## src/rtl/mctt_pkg.sv

```systemverilog
// shared types and constants of the periodic timer table
package mctt_pkg;

    localparam int TIMER_SLOTS = 16;
    localparam int IDX_W       = $clog2(TIMER_SLOTS);
    localparam int CNT_W       = $clog2(TIMER_SLOTS + 1);
    localparam logic [6:0] BASE_INTERVAL = 7'd100;

    localparam logic [1:0] FUNC_TICK  = 2'd0;
    localparam logic [1:0] FUNC_START = 2'd1;
    localparam logic [1:0] FUNC_STOP  = 2'd2;

    localparam logic [1:0] KIND_FIRE  = 2'd0;
    localparam logic [1:0] KIND_START = 2'd1;
    localparam logic [1:0] KIND_STOP  = 2'd2;
    localparam logic [1:0] KIND_SUM   = 2'd3;

    typedef enum logic [1:0] {
        OP_TICK,
        OP_START,
        OP_STOP,
        OP_BAD_START
    } op_t;

    typedef struct packed {
        op_t         op;
        logic [31:0] target;
        logic [15:0] tag;
        logic [31:0] period;
        logic [31:0] now;
    } cmd_t;

    typedef struct packed {
        logic [31:0] target;
        logic [15:0] tag;
        logic [31:0] period;
        logic [31:0] deadline;
    } slot_t;

endpackage

```

## src/rtl/mctt_front.sv

```systemverilog
// input side: accepts requests, drops unknown operations, flags invalid starts
module mctt_front (
    input  logic                 s_axis_tvalid,
    output logic                 s_axis_tready,
    input  logic [111:0]         s_axis_tdata,
    input  logic [1:0]           s_axis_tuser,
    output logic                 push,
    output mctt_pkg::cmd_t       push_cmd,
    input  logic                 q_full
);
    import mctt_pkg::*;

    logic [1:0] func;

    assign func          = s_axis_tuser;
    assign s_axis_tready = !q_full;

    always_comb
    begin
        push_cmd.target = s_axis_tdata[31:0];
        push_cmd.tag    = s_axis_tdata[47:32];
        push_cmd.period = s_axis_tdata[79:48];
        push_cmd.now    = s_axis_tdata[111:80];
        push_cmd.op     = OP_TICK;
        push            = 1'b0;
        unique case (func)
            FUNC_TICK:
            begin
                push_cmd.op = OP_TICK;
                push        = s_axis_tvalid && !q_full;
            end
            FUNC_START:
            begin
                if (s_axis_tdata[31:0] == 32'd0 || s_axis_tdata[79:48] == 32'd0)
                    push_cmd.op = OP_BAD_START;
                else
                    push_cmd.op = OP_START;
                push = s_axis_tvalid && !q_full;
            end
            FUNC_STOP:
            begin
                push_cmd.op = OP_STOP;
                push        = s_axis_tvalid && !q_full;
            end
            default:
            begin
                // unknown operation is taken and produces nothing
                push = 1'b0;
            end
        endcase
    end

endmodule

```

## src/rtl/mctt_queue.sv

```systemverilog
// two-entry command queue between front and back
module mctt_queue (
    input  logic                 clk,
    input  logic                 rst_n,
    input  logic                 push,
    input  mctt_pkg::cmd_t       push_cmd,
    output logic                 full,
    input  logic                 pop,
    output logic                 avail,
    output mctt_pkg::cmd_t       head
);
    import mctt_pkg::*;

    cmd_t       entry_reg [2];
    logic       wr_ptr_reg;
    logic       rd_ptr_reg;
    logic [1:0] cnt_reg;

    assign full  = (cnt_reg == 2'd2);
    assign avail = (cnt_reg != 2'd0);
    assign head  = entry_reg[rd_ptr_reg];

    always_ff @(posedge clk)
    begin
        if (push)
            entry_reg[wr_ptr_reg] <= push_cmd;
    end

    always_ff @(posedge clk or negedge rst_n)
    begin
        if (!rst_n)
        begin
            wr_ptr_reg <= 1'b0;
            rd_ptr_reg <= 1'b0;
            cnt_reg    <= 2'd0;
        end
        else
        begin
            if (push)
                wr_ptr_reg <= !wr_ptr_reg;
            if (pop)
                rd_ptr_reg <= !rd_ptr_reg;
            if (push && !pop)
                cnt_reg <= cnt_reg + 2'd1;
            else if (pop && !push)
                cnt_reg <= cnt_reg - 2'd1;
        end
    end

endmodule

```

## src/rtl/mctt_back.sv

```systemverilog
// back side: walks the timer slots for each command and drives the result register
module mctt_back (
    input  logic                 clk,
    input  logic                 rst_n,
    input  logic                 q_avail,
    input  mctt_pkg::cmd_t       q_head,
    output logic                 q_pop,
    output logic                 m_axis_tvalid,
    input  logic                 m_axis_tready,
    output logic [63:0]          m_axis_tdata,
    output logic [1:0]           m_axis_tuser,
    output logic                 m_axis_tlast
);
    import mctt_pkg::*;

    typedef enum logic [2:0] {
        ST_IDLE,
        ST_TICK,
        ST_TSUM,
        ST_SRCH,
        ST_SHIFT
    } state_t;

    slot_t              mem [TIMER_SLOTS];

    state_t             state_reg, state_next;
    cmd_t               cur_reg, cur_next;
    logic [CNT_W-1:0]   idx_reg, idx_next;
    logic [CNT_W-1:0]   cnt_reg, cnt_next;
    logic               run_reg, run_next;
    logic [6:0]         ival_reg, ival_next;

    logic               ov_reg, ov_next;
    logic [1:0]         okind_reg, okind_next;
    logic [31:0]        otgt_reg, otgt_next;
    logic [15:0]        otag_reg, otag_next;
    logic               ook_reg, ook_next;
    logic               ofull_reg, ofull_next;
    logic [6:0]         oival_reg, oival_next;
    logic               orun_reg, orun_next;
    logic               olast_reg, olast_next;

    logic               can_emit;
    logic [CNT_W-1:0]   idx_inc;
    logic [IDX_W-1:0]   rd_addr;
    slot_t              rd_slot;
    logic               we;
    logic [IDX_W-1:0]   wr_addr;
    slot_t              wr_slot;
    logic               hit;

    assign can_emit = !ov_reg || m_axis_tready;
    assign idx_inc  = idx_reg + 1'b1;
    // compaction reads the entry above the one being written
    assign rd_addr  = (state_reg == ST_SHIFT) ? idx_inc[IDX_W-1:0] : idx_reg[IDX_W-1:0];
    assign rd_slot  = mem[rd_addr];
    assign hit      = (rd_slot.target == cur_reg.target) && (rd_slot.tag == cur_reg.tag);

    assign m_axis_tvalid = ov_reg;
    assign m_axis_tuser  = okind_reg;
    assign m_axis_tlast  = olast_reg;
    assign m_axis_tdata  = {6'd0, orun_reg, oival_reg, ofull_reg, ook_reg, otag_reg, otgt_reg};

    always_ff @(posedge clk)
    begin
        if (we)
            mem[wr_addr] <= wr_slot;
    end

    always_comb
    begin
        state_next = state_reg;
        cur_next   = cur_reg;
        idx_next   = idx_reg;
        cnt_next   = cnt_reg;
        run_next   = run_reg;
        ival_next  = ival_reg;
        q_pop      = 1'b0;
        we         = 1'b0;
        wr_addr    = idx_reg[IDX_W-1:0];
        wr_slot    = rd_slot;

        ov_next    = ov_reg && !m_axis_tready;
        okind_next = okind_reg;
        otgt_next  = otgt_reg;
        otag_next  = otag_reg;
        ook_next   = ook_reg;
        ofull_next = ofull_reg;
        oival_next = oival_reg;
        orun_next  = orun_reg;
        olast_next = olast_reg;

        unique case (state_reg)
            ST_IDLE:
            begin
                if (q_avail)
                begin
                    q_pop     = 1'b1;
                    cur_next  = q_head;
                    idx_next  = '0;
                    ival_next = BASE_INTERVAL;
                    if (q_head.op == OP_TICK)
                        state_next = ST_TICK;
                    else
                        state_next = ST_SRCH;
                end
            end
            ST_TICK:
            begin
                if (idx_reg == cnt_reg)
                    state_next = ST_TSUM;
                else if (rd_slot.deadline < cur_reg.now)
                begin
                    if (can_emit)
                    begin
                        we                = 1'b1;
                        wr_slot.deadline  = cur_reg.now + rd_slot.period;
                        if (rd_slot.period < {25'd0, ival_reg})
                            ival_next = rd_slot.period[6:0];
                        idx_next   = idx_inc;
                        ov_next    = 1'b1;
                        okind_next = KIND_FIRE;
                        otgt_next  = rd_slot.target;
                        otag_next  = rd_slot.tag;
                        ook_next   = 1'b0;
                        ofull_next = 1'b0;
                        oival_next = 7'd0;
                        // base source is cleared for the duration of a tick
                        orun_next  = 1'b0;
                        run_next   = 1'b0;
                        olast_next = 1'b0;
                    end
                end
                else
                begin
                    if (rd_slot.period < {25'd0, ival_reg})
                        ival_next = rd_slot.period[6:0];
                    idx_next = idx_inc;
                end
            end
            ST_TSUM:
            begin
                if (can_emit)
                begin
                    run_next   = (cnt_reg != '0);
                    ov_next    = 1'b1;
                    okind_next = KIND_SUM;
                    otgt_next  = 32'd0;
                    otag_next  = 16'd0;
                    ook_next   = 1'b0;
                    ofull_next = 1'b0;
                    oival_next = ival_reg;
                    orun_next  = (cnt_reg != '0);
                    olast_next = 1'b1;
                    state_next = ST_IDLE;
                end
            end
            ST_SRCH:
            begin
                if (cur_reg.op == OP_BAD_START)
                begin
                    if (can_emit)
                    begin
                        ov_next    = 1'b1;
                        okind_next = KIND_START;
                        otgt_next  = 32'd0;
                        otag_next  = 16'd0;
                        ook_next   = 1'b0;
                        ofull_next = 1'b0;
                        oival_next = 7'd0;
                        orun_next  = run_reg;
                        olast_next = 1'b1;
                        state_next = ST_IDLE;
                    end
                end
                else if (idx_reg != cnt_reg && !hit)
                    idx_next = idx_inc;
                else if (cur_reg.op == OP_STOP)
                begin
                    if (idx_reg == cnt_reg)
                    begin
                        if (can_emit)
                        begin
                            ov_next    = 1'b1;
                            okind_next = KIND_STOP;
                            otgt_next  = 32'd0;
                            otag_next  = 16'd0;
                            ook_next   = 1'b0;
                            ofull_next = 1'b0;
                            oival_next = 7'd0;
                            orun_next  = run_reg;
                            olast_next = 1'b1;
                            state_next = ST_IDLE;
                        end
                    end
                    else
                        state_next = ST_SHIFT;
                end
                else if (can_emit)
                begin
                    // start: re-arm a match, else append, else report full
                    ov_next    = 1'b1;
                    okind_next = KIND_START;
                    otgt_next  = 32'd0;
                    oival_next = 7'd0;
                    olast_next = 1'b1;
                    state_next = ST_IDLE;
                    if (idx_reg != cnt_reg || cnt_reg != CNT_W'(TIMER_SLOTS))
                    begin
                        we = 1'b1;
                        // a re-armed timer keeps its stored period
                        if (idx_reg != cnt_reg)
                            wr_slot.deadline = cur_reg.now + cur_reg.period;
                        else
                        begin
                            wr_slot.target   = cur_reg.target;
                            wr_slot.tag      = cur_reg.tag;
                            wr_slot.period   = cur_reg.period;
                            wr_slot.deadline = cur_reg.now + cur_reg.period;
                            cnt_next         = cnt_reg + 1'b1;
                        end
                        run_next   = run_reg || (cur_reg.tag != 16'd0);
                        otag_next  = cur_reg.tag;
                        ook_next   = 1'b1;
                        ofull_next = 1'b0;
                        orun_next  = run_reg || (cur_reg.tag != 16'd0);
                    end
                    else
                    begin
                        otag_next  = 16'd0;
                        ook_next   = 1'b0;
                        ofull_next = 1'b1;
                        orun_next  = run_reg;
                    end
                end
            end
            ST_SHIFT:
            begin
                if (idx_inc < cnt_reg)
                begin
                    we       = 1'b1;
                    wr_slot  = rd_slot;
                    idx_next = idx_inc;
                end
                else if (can_emit)
                begin
                    cnt_next   = cnt_reg - 1'b1;
                    ov_next    = 1'b1;
                    okind_next = KIND_STOP;
                    otgt_next  = 32'd0;
                    otag_next  = 16'd0;
                    ook_next   = 1'b1;
                    ofull_next = 1'b0;
                    oival_next = 7'd0;
                    orun_next  = run_reg;
                    olast_next = 1'b1;
                    state_next = ST_IDLE;
                end
            end
            default:
            begin
                state_next = ST_IDLE;
            end
        endcase
    end

    always_ff @(posedge clk or negedge rst_n)
    begin
        if (!rst_n)
        begin
            state_reg <= ST_IDLE;
            idx_reg   <= '0;
            cnt_reg   <= '0;
            run_reg   <= 1'b0;
            ov_reg    <= 1'b0;
        end
        else
        begin
            state_reg <= state_next;
            idx_reg   <= idx_next;
            cnt_reg   <= cnt_next;
            run_reg   <= run_next;
            ov_reg    <= ov_next;
        end
    end

    always_ff @(posedge clk)
    begin
        cur_reg   <= cur_next;
        ival_reg  <= ival_next;
        okind_reg <= okind_next;
        otgt_reg  <= otgt_next;
        otag_reg  <= otag_next;
        ook_reg   <= ook_next;
        ofull_reg <= ofull_next;
        oival_reg <= oival_next;
        orun_reg  <= orun_next;
        olast_reg <= olast_next;
    end

endmodule

```

## src/rtl/multi_channel_periodic_timer_table.sv

```systemverilog
// top level of the periodic timer table
//
// requests arrive on the s_axis channel: tuser carries the operation (tick,
// start, stop), tdata the target, tag, period and current time. results leave
// on m_axis, tuser carrying the result kind and tlast marking the final result
// of a request. a tick yields one fire result per expired timer, then a summary
// with the next interval, the least of the base interval and the slot periods;
// start and stop each yield one reply. requests pass a two-entry queue, so up
// to two are taken while the back end is busy. the back end walks the slot
// table one entry per cycle through the single slot read port, pausing when a
// result is due and the receiver stalls. a request is registered in the queue
// before the back end takes it, and every result leaves from a register.
// reset empties the table and the queue and clears the running flag; slot
// contents need no clearing. when the receiver stalls, the result register
// holds and the table walk pauses at the next result until it is taken.
module multi_channel_periodic_timer_table (
    input  logic         clk,
    input  logic         rst_n,
    input  logic         s_axis_tvalid,
    output logic         s_axis_tready,
    // target[31:0], timer_tag[47:32], period_ms[79:48], time_now[111:80]
    input  logic [111:0] s_axis_tdata,
    // func[1:0]
    input  logic [1:0]   s_axis_tuser,
    output logic         m_axis_tvalid,
    input  logic         m_axis_tready,
    // fire_target[31:0], reply_tag[47:32], ok[48], table_full[49],
    // next_interval[56:50], master_running[57], zero[63:58]
    output logic [63:0]  m_axis_tdata,
    // kind[1:0]
    output logic [1:0]   m_axis_tuser,
    output logic         m_axis_tlast
);
    import mctt_pkg::*;

    logic push;
    cmd_t push_cmd;
    logic q_full;
    logic q_pop;
    logic q_avail;
    cmd_t q_head;

    mctt_front u_front (
        .s_axis_tvalid (s_axis_tvalid),
        .s_axis_tready (s_axis_tready),
        .s_axis_tdata  (s_axis_tdata),
        .s_axis_tuser  (s_axis_tuser),
        .push          (push),
        .push_cmd      (push_cmd),
        .q_full        (q_full)
    );

    mctt_queue u_queue (
        .clk      (clk),
        .rst_n    (rst_n),
        .push     (push),
        .push_cmd (push_cmd),
        .full     (q_full),
        .pop      (q_pop),
        .avail    (q_avail),
        .head     (q_head)
    );

    mctt_back u_back (
        .clk           (clk),
        .rst_n         (rst_n),
        .q_avail       (q_avail),
        .q_head        (q_head),
        .q_pop         (q_pop),
        .m_axis_tvalid (m_axis_tvalid),
        .m_axis_tready (m_axis_tready),
        .m_axis_tdata  (m_axis_tdata),
        .m_axis_tuser  (m_axis_tuser),
        .m_axis_tlast  (m_axis_tlast)
    );

endmodule
```

## config.mk

```make
export PLATFORM = sky130hd
export DESIGN_NAME = multi_channel_periodic_timer_table
export DESIGN_NICKNAME = d
export VERILOG_FILES = /design/src/rtl/mctt_pkg.sv /design/src/rtl/mctt_front.sv /design/src/rtl/mctt_queue.sv /design/src/rtl/mctt_back.sv /design/src/rtl/multi_channel_periodic_timer_table.sv
export SDC_FILE = /design/constraint.sdc
export NUM_CORES = 2
export LEC_CHECK = 0
export ABC_AREA = 1
export BUFFER_PORTS_ARGS = -buffer_cell sky130_fd_sc_hd__buf_2
export CAP_MARGIN = 20
export CORE_MARGIN = 2
export CORE_UTILIZATION = 50
export CTS_CLUSTER_DIAMETER = 60
export DETAILED_ROUTE_END_ITERATION = 6
export HOLD_SLACK_MARGIN = 0.03
export PLACE_DENSITY_LB_ADDON = 0.15
export SYNTH_ARGS = -nofsm -noshare
export SYNTH_HDL_FRONTEND = slang
export SYNTH_SLANG_ARGS = --single-unit
```

## constraint.sdc

```tcl
create_clock -name clk -period 9.8 [get_ports clk]
set_input_delay 1.47 -clock clk [delete_from_list [all_inputs] [get_ports clk]]
set_output_delay 1.47 -clock clk [all_outputs]
set_load 0.03 [all_outputs]
```

# ---- Word-level counts from Yosys, hierarchy flattened
# Memories as Yosys holds them, arrays and structs flattened.
# Cells that the tools add are included.
# Widths: inputs -> output; s select.
dict set report word_totals {
  register_bits 201
  ramBits 2020
  in_bits 118
  memories 2
  elab_cells 279
}
# name words width rd rd_ports_with_merged_regs wr line
set mem_list {}
lappend mem_list {u_back.mem 16 112 1 0 1 mctt_back.sv:24} ;# slot_t mem [TIMER_SLOTS];
lappend mem_list {u_queue.entry_reg 2 114 1 0 1 mctt_queue.sv:14} ;# cmd_t entry_reg [2];
dict set report classes {
  add_sub_neg 7
  eq_ne 34
  n_mux 165
  order_cmp 3
  n_reduce_logical 46
}
# cell count
set op_table {}
lappend op_table {{$mux 112} 5}
lappend op_table {{$mux 32} 12}
lappend op_table {{$mux 16} 11}
lappend op_table {{$mux 80} 2}
lappend op_table {{$pmux 32 s4} 1}
lappend op_table {{$mux 7} 14}
lappend op_table {{$mux 5} 15}
lappend op_table {{$mux 1} 65}
lappend op_table {{$add 32x32->32} 2}
lappend op_table {{$logic_not 32->1} 2}
lappend op_table {{$pmux 16 s4} 1}
lappend op_table {{$pmux 32 s2} 1}
lappend op_table {{$eq 32x32->1} 1}
lappend op_table {{$lt 32x32->1} 1}
lappend op_table {{$lt 32x7->1} 1}
lappend op_table {{$mux 2} 15}
lappend op_table {{$pmux 7 s4} 1}
lappend op_table {{$reduce_and 7->1} 4}
lappend op_table {{$reduce_and 9->1} 3}
lappend op_table {{$mux 3} 8}
lappend op_table {{$reduce_and 8->1} 3}
lappend op_table {{$pmux 1 s4} 5}
lappend op_table {{$pmux 5 s4} 1}
lappend op_table {{$eq 16x16->1} 1}
lappend op_table {{other kinds (38)} 80}

# ---- Longest topological paths before layout
# An unclocked memory read counts as a cell.
dict set report logic_depth {
  ltp_word 12
  mapped_depth 39
  depth_no_buf 31
}

# ---- Modules after synthesis
# Synthesis repeated with hierarchy kept, for this count alone.
dict set report unflattened {
  hier_cells 8290
  area_unflattened_um2 96085.9
}
# module n_inst area_each_um2 seq_area_each_um2 cells_per_inst
set by_module_without_submodules {}
lappend by_module_without_submodules {mctt_back 1 86208.9 59652.2 7709}
lappend by_module_without_submodules {mctt_queue 1 8633.3 6946.7 380}
lappend by_module_without_submodules {mctt_front 1 1243.7 0.0 201}

# ---- Worst setup path before layout
# Ideal clock, no wire load.
dict set report synth_timing {
  kind {register -> register}
  from {register u_back.state_reg[1]}
  to {register u_queue.cnt_reg[1]}
  stages_incl_launch_ff 11
  n_path_buf 0
  path_slack_ns 2.156
  synth_period_minus_slack_ns 7.644
  t_arrival_ns 7.514
  setup_ns 0.131
  cell_sequence {dfrtp_1 > nor2_4 > inv_1 > nor2_1 > inv_1 > a21oi_1 > inv_1 > ha_1 > a21oi_1 > o21ai_0 > xor2_1}
}
dict set report synth_via {
  elab_chain_len 5
  elab_cells_between_ends 7
}
# item line
set synth_rtl {}
lappend synth_rtl {{start, declared} mctt_back.sv:26} ;# state_t state_reg, state_next;
lappend synth_rtl {{start signal, assigned} mctt_back.sv:279} ;# state_reg <= state_next;
lappend synth_rtl {{$logic_not 3->1 (*)} mctt_back.sv:93} ;# unique case (state_reg)
lappend synth_rtl {{$mux 1 (*)} mctt_back.sv:93}
lappend synth_rtl {{named net q_pop} multi_channel_periodic_timer_table.sv:39} ;# logic q_pop;
lappend synth_rtl {{$logic_not 1->1} mctt_queue.sv:43} ;# if (push && !pop)
lappend synth_rtl {{$logic_and 1x1->1} mctt_queue.sv:43}
lappend synth_rtl {{$mux 2 / $reduce_bool 2->1 (equally long branches)} --}
lappend synth_rtl {{end signal, assigned} mctt_queue.sv:44} ;# cnt_reg <= cnt_reg + 2'd1;
lappend synth_rtl {{end signal, assigned} mctt_queue.sv:46} ;# cnt_reg <= cnt_reg - 2'd1;
lappend synth_rtl {{end, declared} mctt_queue.sv:17} ;# logic [1:0] cnt_reg;
# Mark *: on every way through the listed nets, which the timed path passes. The rest lies on a longest branch.
# A chain may end at the register's enable or synchronous reset.

# ---- Worst setup path in the final report
dict set report layout_timing {
  from {register u_back.state_reg[1]}
  to {memory u_back.mem[4][102] (netlist bit) (enable)}
}
dict set report layout_via {
  elab_chain_len 12
  elab_cells_between_ends 18
}
# item line
set layout_rtl {}
lappend layout_rtl {{parallel branches: the longest is 9 deep, another holds $mem_v2 16x112} --}
lappend layout_rtl {{$pmux 1 s3 (*)} mctt_back.sv:93}
lappend layout_rtl {{$mux 1 (*)} mctt_back.sv:66} ;# if (we)
lappend layout_rtl {{$mux 1 (implied by the code) (*)} mctt_back.sv:67} ;# mem[wr_addr] <= wr_slot;
lappend layout_rtl {{end, declared} mctt_back.sv:24}
# Every way passes the cells marked *.

==> metrics.yaml <==
critical_path:
  startpoint: "u_back.state_reg[1]"
  cpPeakStageDelay_ps: 790
  r2r-start: "u_back.state_reg[1]"
  startpoint_type: "register"
  critical_path_buf_inv_count: 5
  cp_max_fo: 106
  critPathTopFamily: "simple AND/OR/NAND/NOR gates"
  reg2reg_slack_ps: 1790
  endpoint_kind: "register"
  path_cells: "nor2_4, nand2_2, nand2_1, nand2_8, buf_12, nand2_1, nand3_1, nand3_1, nand3_1, nand2_1, inv_1, ha_1, nand2_1, inv_1, a221oi_1, o21ai_0, a311oi_4, nand4_1, nand3_2, nand3_1, inv_8, buf_4"
  crit_slowest_cell: "inv_8"
  critPathArrivalTime_ps: 8520
  cp.required_ps: 10300
  path_class: "register to register"
synth:
  synth-seq-area-share: 0.695
  synth_simple_gate_area_frac: 0.222
  synth_top_family_by_area: "simple AND/OR/NAND/NOR gates"
  synth_top_flop_cell: "edfxtp_1"
  avgSynthCellArea_um2: 11.1
  muxShareOfSynthArea: 0.000104
  synthAdderAreaFrac: 0.0161
  ys_seq_elements: 2221
  ys_types: 48
  ys_warn_count: 0
  async_reset_ff_frac: 0.00855
  synthesis.area_um2: 95800
  synth_compound_area_frac: 0.0227
  synth_xor_area_frac: 0.00521
  synthCells: 8604
  synth-edff-count: 2202
place:
  place.gp.congestion: 0.972
  placed_area_um2: 99100
  dp_hpwl_um: 163000
  placedCellCount: 10955
  port_buffers: 180
worst_hold_path:
  min_path_type: "register to register"
  min_from: "u_back.run_reg"
clocking:
  cts_tree: "done"
  cts_resized: 0
  clockRootBuffer: "clkbuf_16"
  hold_buffers: 0
  clk_latency_ps: 900
  path_clk_slew_ps: 60
  clk_path_buf_depth: 3
  cts-buffers-inserted: 224
  cts_setup_buffers: 0
  cts.sinks: 2221
  h-tree-depth: 4
timing:
  rsz0062_at_grt: "false"
  setup_viol: 0
  skew_ps: 36.3
  drv_slew: 0
  period_share: 0.818
  hold_viol_final: 0
  totalNegativeSetupSlack_ps: 0
  max_freq_mhz: 125
  relSlewSlack: 0.237
  min_period_ps: 8010
  tightest_slew_ps: 1140
floorplan:
  initial_utilization: 0.504
  core_area_um2: 190000
  dieArea_um2: 195000
  die_h_um: 442
  fp-row-count: 160
  boundaryPins: 187
  die-width_um: 442
layout:
  finish.utilization: 0.560
  syn_to_final_growth_pct: 11.2
  final_net_count: 8938
  fin_cells: 11397
  nFillCells: 15954
  largest_reg_flops: 1792
  layout-drive-gt1-share: 0.0795
  fin_area_um2: 106000
route:
  wire_per_inst_um: 25.4
  wl_met3_um: 21700
  routed.top_layer: "met5"
  drc_errors: 0
  first_pass_iters: 6
  via_count: 66477
  wl_met2_um: 138000
  routed_wl_um: 290000
  viasPerCell: 5.83
  wl_met1_um: 114000
  ant_nets: 0
  dr.first_iter.drc_count: 7712
job:
  cap_violations: 0
global_route:
  antenna_found_initial: 4
  grt_pass1_wl_um: 422000
  grt_max_degree: 139
  grt-ovfl-total: 0
  grt_pass1_vias: 63421
  grt_use_total: 0.291
power_and_ir_drop:
  cellPowerDensity_nw_per_um2: 410
  vdd_drop_max_mv: 0.293
  power_leakage_nw: 40.0
  finalPower_w: 0.0437
outcome:
  status: "finished clean"
==> worst register-to-register path, stage by stage (launching register included) <==
cell and delay [ps]:
dfrtp_1 450, nor2_4 230, nand2_2 350, nand2_1 650
nand2_8 680, buf_12 620, nand2_1 150, nand3_1 70
nand3_1 110, nand3_1 90, nand2_1 190, inv_1 90
ha_1 300, nand2_1 60, inv_1 80, a221oi_1 270
o21ai_0 200, a311oi_4 660, nand4_1 320, nand3_2 310
nand3_1 250, inv_8 790, buf_4 710
==> synth_stat cells (all sizes together), types with 26 or more instances <==
master | n | area share
nand3 | 1812 | 0.095
clkbuf | 139 | 0.0054
inv | 344 | 0.013
nor4 | 26 | 0.0017
edfxtp | 2202 | 0.69
o21ai | 123 | 0.0068
xor2 | 33 | 0.0030
ha | 120 | 0.016
nand4 | 57 | 0.0037
nor2 | 271 | 0.011
buf | 341 | 0.019
nand2 | 2785 | 0.11
a21oi | 185 | 0.0097
==> cell usage in the layout (no fill, tap or decap), types with 32 or more instances in the layout <==
cell / count
nand2_1: 2780
buf_4: 136
clkbuf_1: 59
o21ai_0: 108
inv_1: 317
nor2_1: 262
clkinv_1: 52
clkbuf_16: 228
buf_2: 180
ha_1: 120
xor2_1: 33
nand4_1: 57
edfxtp_1: 2202
a21oi_1: 184
clkinv_2: 32
nand3_1: 1808
==> area by class of cell <==
cell class	instances	area, µm²	area share
Antenna cell	5	12.5	0.000118
Clock buffer	290	5970	0.0561
Clock inverter	119	1150	0.0108
Inverter	347	1440	0.0135
Multi-Input combinational cell	5561	25700	0.241
Sequential cell	2221	66600	0.626
Tap cell	2511	3140	0.0295
Timing Repair Buffer	343	2450	0.0230
==> metrics by stage <==
stage / setup WS (ps) / hold slack [ps]
6_report: 1790 / 488
5_1_grt: 1390 / 488
4_1_cts: 1910 / 480
3_5_place_dp: 1920 / 467
3_3_place_gp: 2080 / 458
2_1_floorplan: 2160 / 442
==> cell families (layout without fill, tap and decap cells) <==
family,after synthesis,after routing
simple gates,4985,4985
flops,2221,2221
buf+inv,827,1099
compound gates,390,390
fa+ha+maj,122,122
xor+xnor,57,57
other cells,1,11
mux,1,1
==> worst paths after layout <==
| kind | end | depth (start not counted) |
|---|---|---|
| max in group asynchronous | u_queue.rd_ptr_reg | 1 |
| setup / recovery | u_back.mem[4][102] | 22 |
| setup reg to reg | u_back.mem[4][102] | 22 |
| min in group asynchronous | u_back.m_axis_tvalid | 1 |
| hold / removal | u_back.run_reg | 2 |
| hold reg to reg | u_back.run_reg | 2 |
==> report_power, final <==
part | switching, W | leakage [nW] | internal [W]
registers | 0.000732 | 20.2 | 0.0154
logic | 0.0144 | 16.4 | 0.00476
clock network | 0.00366 | 3.46 | 0.00470
total | 0.0188 | 40.0 | 0.0249
==> layer usage <==
metal  track usage  vias up
met4         0.152        2
met5             0        -
met3        0.0428      584
met2         0.474     3056
li1              -    30307
met1         0.382    32528
(Power assumes the default switching activity.)
